[src/rtl/sric_pkg.sv]
`timescale 1ns / 1ps
// ----------------------------------------------------------------------------
// sric_pkg
// Request and response types and command codes for the sorted ring index cache.
// ----------------------------------------------------------------------------
package sric_pkg;

    localparam int KEY_W = 64;
    localparam int VAL_W = 64;

    // Command codes
    localparam logic CMD_APPEND = 1'b0;
    localparam logic CMD_SEARCH = 1'b1;

    typedef struct packed {
        logic                    cmd;
        logic signed [KEY_W-1:0] key;
        logic signed [VAL_W-1:0] entry_value;
    } sric_req_t;

    typedef struct packed {
        logic                    found;
        logic signed [VAL_W-1:0] found_value;
    } sric_rsp_t;

endpackage

[src/rtl/sric_ctrl.sv]
`timescale 1ns / 1ps
// ----------------------------------------------------------------------------
// sric_ctrl
// Ring pointers and the search sequencer: appends write one entry, searches
// run a binary search over the front run and then, if the ring has wrapped,
// the back run.
// ----------------------------------------------------------------------------
module sric_ctrl #(
    parameter int DEPTH = 256,
    parameter int AW    = $clog2(DEPTH)
) (
    input  logic                           aclk,
    input  logic                           aresetn,
    // Request side
    input  logic                           req_valid,
    output logic                           req_ready,
    input  sric_pkg::sric_req_t            req,
    // Response side
    output logic                           rsp_valid,
    input  logic                           rsp_ready,
    output sric_pkg::sric_rsp_t            rsp,
    // RAM port
    output logic                           wr_en,
    output logic [AW-1:0]                  wr_addr,
    output logic [sric_pkg::KEY_W+sric_pkg::VAL_W-1:0] wr_data,
    output logic                           rd_en,
    output logic [AW-1:0]                  rd_addr,
    input  logic [sric_pkg::KEY_W+sric_pkg::VAL_W-1:0] rd_data
);

    import sric_pkg::*;

    localparam int CW = AW + 1;
    localparam logic [CW-1:0] DEPTH_C = CW'(DEPTH);
    localparam logic [AW-1:0] LAST_C  = AW'(DEPTH - 1);

    typedef enum logic [3:0] {
        ST_IDLE  = 4'b0001,
        ST_ISSUE = 4'b0010,
        ST_CMP   = 4'b0100,
        ST_DONE  = 4'b1000
    } state_t;

    state_t                  state_reg, state_next;
    logic [CW-1:0]           fill_reg, fill_next;
    logic [AW-1:0]           wp_reg, wp_next;
    logic [CW-1:0]           lo_reg, lo_next;
    logic [CW-1:0]           hi_reg, hi_next;
    logic [CW-1:0]           base_reg, base_next;
    logic [CW-1:0]           mid_reg, mid_next;
    logic                    second_reg, second_next;
    logic [CW-1:0]           back_base_reg, back_base_next;
    logic [CW-1:0]           back_cnt_reg, back_cnt_next;
    logic signed [KEY_W-1:0] key_reg, key_next;
    logic                    found_reg, found_next;
    logic signed [VAL_W-1:0] value_reg, value_next;

    logic                    full;
    logic                    accept;
    logic [CW-1:0]           mid;
    logic [CW-1:0]           probe_sum;
    logic signed [KEY_W-1:0] rd_key;
    logic signed [VAL_W-1:0] rd_value;

    assign full      = (fill_reg == DEPTH_C);
    assign req_ready = (state_reg == ST_IDLE);
    assign accept    = req_valid && req_ready;
    assign mid       = lo_reg + ((hi_reg - lo_reg) >> 1);
    assign probe_sum = base_reg + mid;
    assign rd_key    = rd_data[KEY_W+VAL_W-1:VAL_W];
    assign rd_value  = rd_data[VAL_W-1:0];

    // Append write: fill in order, then overwrite the oldest entry
    assign wr_en   = accept && (req.cmd == CMD_APPEND);
    assign wr_addr = full ? wp_reg : fill_reg[AW-1:0];
    assign wr_data = {req.key, req.entry_value};

    // Probe read
    assign rd_en   = (state_reg == ST_ISSUE) && (lo_reg != hi_reg);
    assign rd_addr = probe_sum[AW-1:0];

    assign rsp_valid         = (state_reg == ST_DONE);
    assign rsp.found         = found_reg;
    assign rsp.found_value   = value_reg;

    // Sequencer
    always_comb begin
        state_next     = state_reg;
        fill_next      = fill_reg;
        wp_next        = wp_reg;
        lo_next        = lo_reg;
        hi_next        = hi_reg;
        base_next      = base_reg;
        mid_next       = mid_reg;
        second_next    = second_reg;
        back_base_next = back_base_reg;
        back_cnt_next  = back_cnt_reg;
        key_next       = key_reg;
        found_next     = found_reg;
        value_next     = value_reg;
        case (state_reg)
            ST_IDLE: begin
                if (accept) begin
                    if (req.cmd == CMD_APPEND) begin
                        if (full) begin
                            wp_next = (wp_reg == LAST_C) ? '0 : wp_reg + 1'b1;
                        end else begin
                            fill_next = fill_reg + 1'b1;
                        end
                    end else begin
                        // Set up the front run; the back run follows if the ring wrapped
                        key_next       = req.key;
                        lo_next        = '0;
                        base_next      = '0;
                        back_base_next = {1'b0, wp_reg};
                        back_cnt_next  = DEPTH_C - {1'b0, wp_reg};
                        second_next    = full && (wp_reg != '0);
                        if (full) begin
                            hi_next = (wp_reg != '0) ? {1'b0, wp_reg} : DEPTH_C;
                        end else begin
                            hi_next = fill_reg;
                        end
                        state_next = ST_ISSUE;
                    end
                end
            end
            ST_ISSUE: begin
                if (lo_reg == hi_reg) begin
                    if (second_reg) begin
                        // Front run exhausted: move to the back run
                        second_next = 1'b0;
                        lo_next     = '0;
                        hi_next     = back_cnt_reg;
                        base_next   = back_base_reg;
                    end else begin
                        found_next = 1'b0;
                        value_next = '0;
                        state_next = ST_DONE;
                    end
                end else begin
                    mid_next   = mid;
                    state_next = ST_CMP;
                end
            end
            ST_CMP: begin
                if (rd_key == key_reg) begin
                    found_next = 1'b1;
                    value_next = rd_value;
                    state_next = ST_DONE;
                end else begin
                    if (key_reg < rd_key) begin
                        hi_next = mid_reg;
                    end else begin
                        lo_next = mid_reg + 1'b1;
                    end
                    state_next = ST_ISSUE;
                end
            end
            ST_DONE: begin
                if (rsp_ready) begin
                    state_next = ST_IDLE;
                end
            end
            default: begin
                state_next = ST_IDLE;
            end
        endcase
    end

    // Control state
    always_ff @(posedge aclk) begin
        if (!aresetn) begin
            state_reg  <= ST_IDLE;
            fill_reg   <= '0;
            wp_reg     <= '0;
            second_reg <= 1'b0;
        end else begin
            state_reg  <= state_next;
            fill_reg   <= fill_next;
            wp_reg     <= wp_next;
            second_reg <= second_next;
        end
    end

    // Search datapath
    always_ff @(posedge aclk) begin
        lo_reg        <= lo_next;
        hi_reg        <= hi_next;
        base_reg      <= base_next;
        mid_reg       <= mid_next;
        back_base_reg <= back_base_next;
        back_cnt_reg  <= back_cnt_next;
        key_reg       <= key_next;
        found_reg     <= found_next;
        value_reg     <= value_next;
    end

endmodule

[config.mk]
export PLATFORM = sky130hd
export DESIGN_NAME = sric_ctrl
export DESIGN_NICKNAME = d
export VERILOG_FILES = /design/src/rtl/sric_pkg.sv /design/src/rtl/sric_ctrl.sv
export SDC_FILE = /design/constraint.sdc
export NUM_CORES = 1
export LEC_CHECK = 0
export BUFFER_PORTS_ARGS = -buffer_cell sky130_fd_sc_hd__buf_2
export CAP_MARGIN = 10
export CORE_AREA = 10 10 177 179
export DETAILED_ROUTE_END_ITERATION = 7
export DIE_AREA = 0 0 187 189
export GPL_ROUTABILITY_DRIVEN = 0
export PLACE_DENSITY = 0.71
export RECOVER_POWER = 25
export SKIP_CTS_REPAIR_TIMING = 1
export SLEW_MARGIN = 5
export SYNTH_ARGS = -nofsm -noshare
export SYNTH_HDL_FRONTEND = slang
export SYNTH_SLANG_ARGS = --single-unit
[constraint.sdc]
create_clock -name aclk -period 5.9 [get_ports aclk]
set_input_delay 1.475 -clock aclk [delete_from_list [all_inputs] [get_ports aclk]]
set_output_delay 1.475 -clock aclk [all_outputs]
set_load 0.005 [all_outputs]
Word level (Yosys, flattened, before mapping):

Index checks and enable logic that the tools add are counted.

* input port bits: 261
* output and inout port bits: 213
* register bits: 203

* bitwise logic cells: 3
* equality and inequality tests: 20
* order comparisons: 1
* reduce and logical (&&, ||, !) cells: 18
* $add $sub $neg: 7
* muxes and demuxes: 40

Operators by type and width (number)
* $mux 64: 3
* $pmux 64 s2: 1
* $mux 9: 14
* $eq 64x64->1: 1
* $lt 64x64->1: 1
* $pmux 9 s3: 2
* $mux 8: 4
* $mux 4: 6
* $reduce_and 4->1: 5
* $add 9x1->9 const B: 2
* $pmux 4 s4: 1
* $pmux 8 s2: 1
* $reduce_and 7->1: 2
* $ne 2x2->1 const B: 6
* $add 9x8->9: 1
* $eq 9x9->1: 1
* $eq 9x9->1 const B: 1
* $ne 9x9->1: 1
* $sub 9x8->9 const A: 1
* $sub 9x9->9: 1
* $add 8x1->8 const B: 1
* $add 8x8->8: 1
* $eq 8x8->1 const B: 1
* $ne 2x1->1 const B: 4
* 15 further kinds: 27

Longest topological paths before layout:

* word-level depth: 6
* gate-level depth with buffers: 18
* depth with buffers taken out: 18

Worst setup path after synthesis:

Ideal clock, no wire load.

* path type: input to register
* start point: input req[128] (netlist name)
* end point: register lo_reg[0] (enable)
* arrival time: 4.733 ns
* stages: 5
* slack: 0.789 ns
* required time: 5.522 ns
* cells stage by stage: and3_1 -> clkbuf_1 -> o21a_1 -> o31ai_2 -> a21oi_1

* cells in the longest elaborated chain, start to end: 2

RTL lines
* from (decl): line sric_ctrl.sv:17 `input sric_pkg::sric_req_t req,`
* $ne 2x1->1 (no line)
* $reduce_and 7->1 (no line)
* to (signal assigned): line sric_ctrl.sv:187 `lo_reg <= lo_next;`
* to (decl): line sric_ctrl.sv:47 `logic [CW-1:0] lo_reg, lo_next;`

Every way passes these cells.
A chain may end at the register's enable or synchronous reset.

Worst setup path in the final report:

* start point: register hi_reg[0]
* end point: output rd_addr[7]

* cells in the longest elaborated chain, start to end: 3

RTL lines
* from (decl): line sric_ctrl.sv:48 `logic [CW-1:0] hi_reg, hi_next;`
* from (signal assigned): line sric_ctrl.sv:188 `hi_reg <= hi_next;`
* $sub 9x9->9: line sric_ctrl.sv:68 `assign mid = lo_reg + ((hi_reg - lo_reg) >> 1);`
* $add 9x8->9: line sric_ctrl.sv:68
* net mid[4]: line sric_ctrl.sv:60 `logic [CW-1:0] mid;`
* $add 8x8->8: line sric_ctrl.sv:69 `assign probe_sum = base_reg + mid;`
* to (decl): line sric_ctrl.sv:27 `output logic [AW-1:0] rd_addr,`

The timed path passes the listed nets, and every way through them passes these cells.

==> flow_metrics.env <==
export IMPL_root_buffer="clkbuf_16"
export IMPL_synth_yosys_seq_area_share=0.5337
export IMPL_synth_flop_cell="edfxtp_1"
export IMPL_area_growth_pct=17.02
export IMPL_use_met3=0.05770
export IMPL_clk_pin_slew_ns=0.06
export IMPL_cp_common_cell="ha_1"
export IMPL_start_kind="flop"
export IMPL_seqCellArea_um2=5846
export IMPL_wl_per_cell_um=18.71
export IMPL_final_cell_mix="buf_2, edfxtp_1, ha_1, inv_1, and2_1"
export IMPL_synth_seq_cells=202
export IMPL_syn_inst=925
export IMPL_arrival_ns=4.15
export IMPL_grt_pass1_wl_mm=44.68
export IMPL_grt_busiest_layer="met2"
export IMPL_grt_setup_unrepaired="no"
export IMPL_avgViaCountPerCell=4.838
export IMPL_setup_viol=0
export IMPL_grtUsageMet1=0.1934
export IMPL_crit_path_max_incr_delay_ns=0.40
export IMPL_nNetsFinal=1508
export IMPL_worst_pin_slew_ns=1.014
export IMPL_ys_warnings_count=0
export IMPL_grt_use_total=0.1580
export IMPL_drive_gt1_frac=0.2847
export IMPL_worst_path_buf_inv=3
export IMPL_synth_edf_count=180
export IMPL_powerDensity_nw_per_um2=274.0
export IMPL_clock_latency_ns=0.51
export IMPL_vias=7489
export IMPL_antenna_found_initial=4
export IMPL_overflow=0
export IMPL_place_port_buffers=345
export IMPL_hpwlAfterDp_mm=23.19
export IMPL_firstDrtPassIters=5
export IMPL_instances_no_fill=1548
export IMPL_status="completed"
export IMPL_maxCapViolations=0
export IMPL_syn_area_um2=10950
export IMPL_syn_area_per_cell_um2=11.84
export IMPL_fp_dieW_um=187
export IMPL_critical_path_peak_fanout=4
export IMPL_mostFrequentLayoutCell="buf_2"
export IMPL_core_rowCount=61
export IMPL_grt_pass1_vias=7956
export IMPL_drtIter0Drc=330
export IMPL_syn_nets=1283
export IMPL_path_class="flop to output port"
export IMPL_hold_slack_ns=0.5125
export IMPL_clock_sinks=202
export IMPL_fin_setup_tns_ns=0
export IMPL_cts_tree="yes"
export IMPL_fin_crit_ns=5.622
export IMPL_io_pins=474
export IMPL_vdd_drop_max_uv=220.3
export IMPL_slew_headroom=0.3232
export IMPL_cp_required_ns=4.43
export IMPL_report_final_slew_viol_count=0
export IMPL_fmax_ghz=0.1779
export IMPL_h_tree_depth=1
export IMPL_cp_end_kind="output port"
export IMPL_place_inst=1503
export IMPL_die_h_um=189
export IMPL_numCtsBuffers=23
export IMPL_clk_path_buf_depth=3
export IMPL_synth_distinct_cells=52
export IMPL_nFillCells=2542
export IMPL_initial_utilization=0.3964
export IMPL_power_leakage_uw=0.005909
export IMPL_drc_errors=0
export IMPL_hold_violations=0
export IMPL_async_flop_share=0
export IMPL_antenna_left=0
export IMPL_met2_usage=0.2555
export IMPL_dieArea_um2=35340
export IMPL_grt_max_degree=79
export IMPL_fp_coreArea_um2=27630
export IMPL_crit_slowest_cell="fa_1"
export IMPL_fin_crit_sh=0.9530
export IMPL_routed_wl_mm=28.96
export IMPL_multiInputGateArea_um2=3726
export IMPL_min_path_type="flop to flop"
export IMPL_cp_cell_sequence="inv_1 > ha_1 > inv_1 > fa_1 > a21o_1 > a21oi_2 > xnor2_1 > ha_1 > a21oi_1 > nand2_1 > xor2_2 > ha_1 > nand2_1 > o21ai_0 > o21ai_1 > nand2b_1 > a21oi_2 > xnor3_1 > buf_2"
export IMPL_finClkSkew_ns=0.008881
export IMPL_crit_family="adder cells"
## final timing paths
path                    start             to  slack, ns  cells past startpoint
max                 hi_reg[0]     rd_addr[7]       0.28                     19
max reg2reg      state_reg[3]  value_reg[10]       2.56                      5
min          back_base_reg[3]    base_reg[3]       0.51                      1
min reg2reg  back_base_reg[3]    base_reg[3]       0.51                      1
## power breakdown
group | leakage, µW | internal, µW | switching, µW
Clock | 0.000358 | 845 | 562
Sequential | 0.00199 | 1600 | 15.5
Combinational | 0.00356 | 225 | 266
## metrics by stage
stage                     total power (µW)  setup slack [ns]  cell area [µm²]  utilization
final                                 3512            0.2775            12820       0.4639
after global routing                  3667           0.01978            12810       0.4638
after CTS                             3553            0.1598            12880       0.4662
after detailed placement              2139            0.7222            12150       0.4396
after global placement                2126            0.7915            12150       0.4396
after floorplan                       1972            0.7893            10950            -
## synthesized netlist by cell type, drive strengths merged, types with 2 or more instances
| master | instances | area [µm²] |
|---|---|---|
| nor2 | 24 | 90.09 |
| nand2b | 2 | 12.51 |
| a21oi | 50 | 250.2 |
| ha | 94 | 1176 |
| and3 | 9 | 56.30 |
| inv | 89 | 334.1 |
| xnor2 | 29 | 254.0 |
| clkbuf | 14 | 52.55 |
| o21ai | 28 | 140.1 |
| dfxtp | 22 | 440.4 |
| buf | 135 | 1008 |
| o31ai | 3 | 27.52 |
| nand2 | 21 | 78.83 |
| nand4 | 21 | 146.4 |
| nor4 | 2 | 12.51 |
| xor2 | 17 | 148.9 |
| o21bai | 2 | 15.01 |
| and4 | 4 | 35.03 |
| o211ai | 2 | 15.01 |
| fa | 3 | 60.06 |
| a21o | 20 | 150.1 |
| nand3 | 17 | 85.08 |
| nor2b | 7 | 43.79 |
| edfxtp | 180 | 5405 |
| a21boi | 2 | 15.01 |
| and2 | 88 | 553.0 |
| a221o | 3 | 30.03 |
| nor3b | 2 | 15.01 |
| nor3 | 4 | 20.02 |
| o21a | 2 | 15.01 |
| nor4b | 4 | 50.05 |
| a221oi | 3 | 26.28 |
| a22oi | 7 | 52.55 |
| or3 | 4 | 25.02 |
## final cells by class
cell class,count,area share
Antenna cell,4,0.0007809
Clock buffer,28,0.04637
Clock inverter,13,0.01093
Inverter,89,0.02606
Multi-Input combinational cell,485,0.2907
Sequential cell,202,0.4561
Tap cell,378,0.03690
Timing Repair Buffer,349,0.1322
## routing by layer
| metal | share of wire | wire [µm] |
|---|---|---|
| met2 | 0.45 | 12980 |
| met5 | 0.0022 | 63 |
| met4 | 0.027 | 793 |
| met3 | 0.090 | 2596 |
| met1 | 0.43 | 12530 |
## cells by family after synthesis
family                     share of synthesized area
DFF                                           0.5337
muxes                                      0.0009139
and+or+nand+nor                               0.1155
xor gates and xnor gates                     0.03884
adders and majority gates                     0.1129
buffers and inverters                         0.1274
AOI/OAI and AO/OA                            0.07082
No activity file was read; power rests on OpenSTA's default activity.
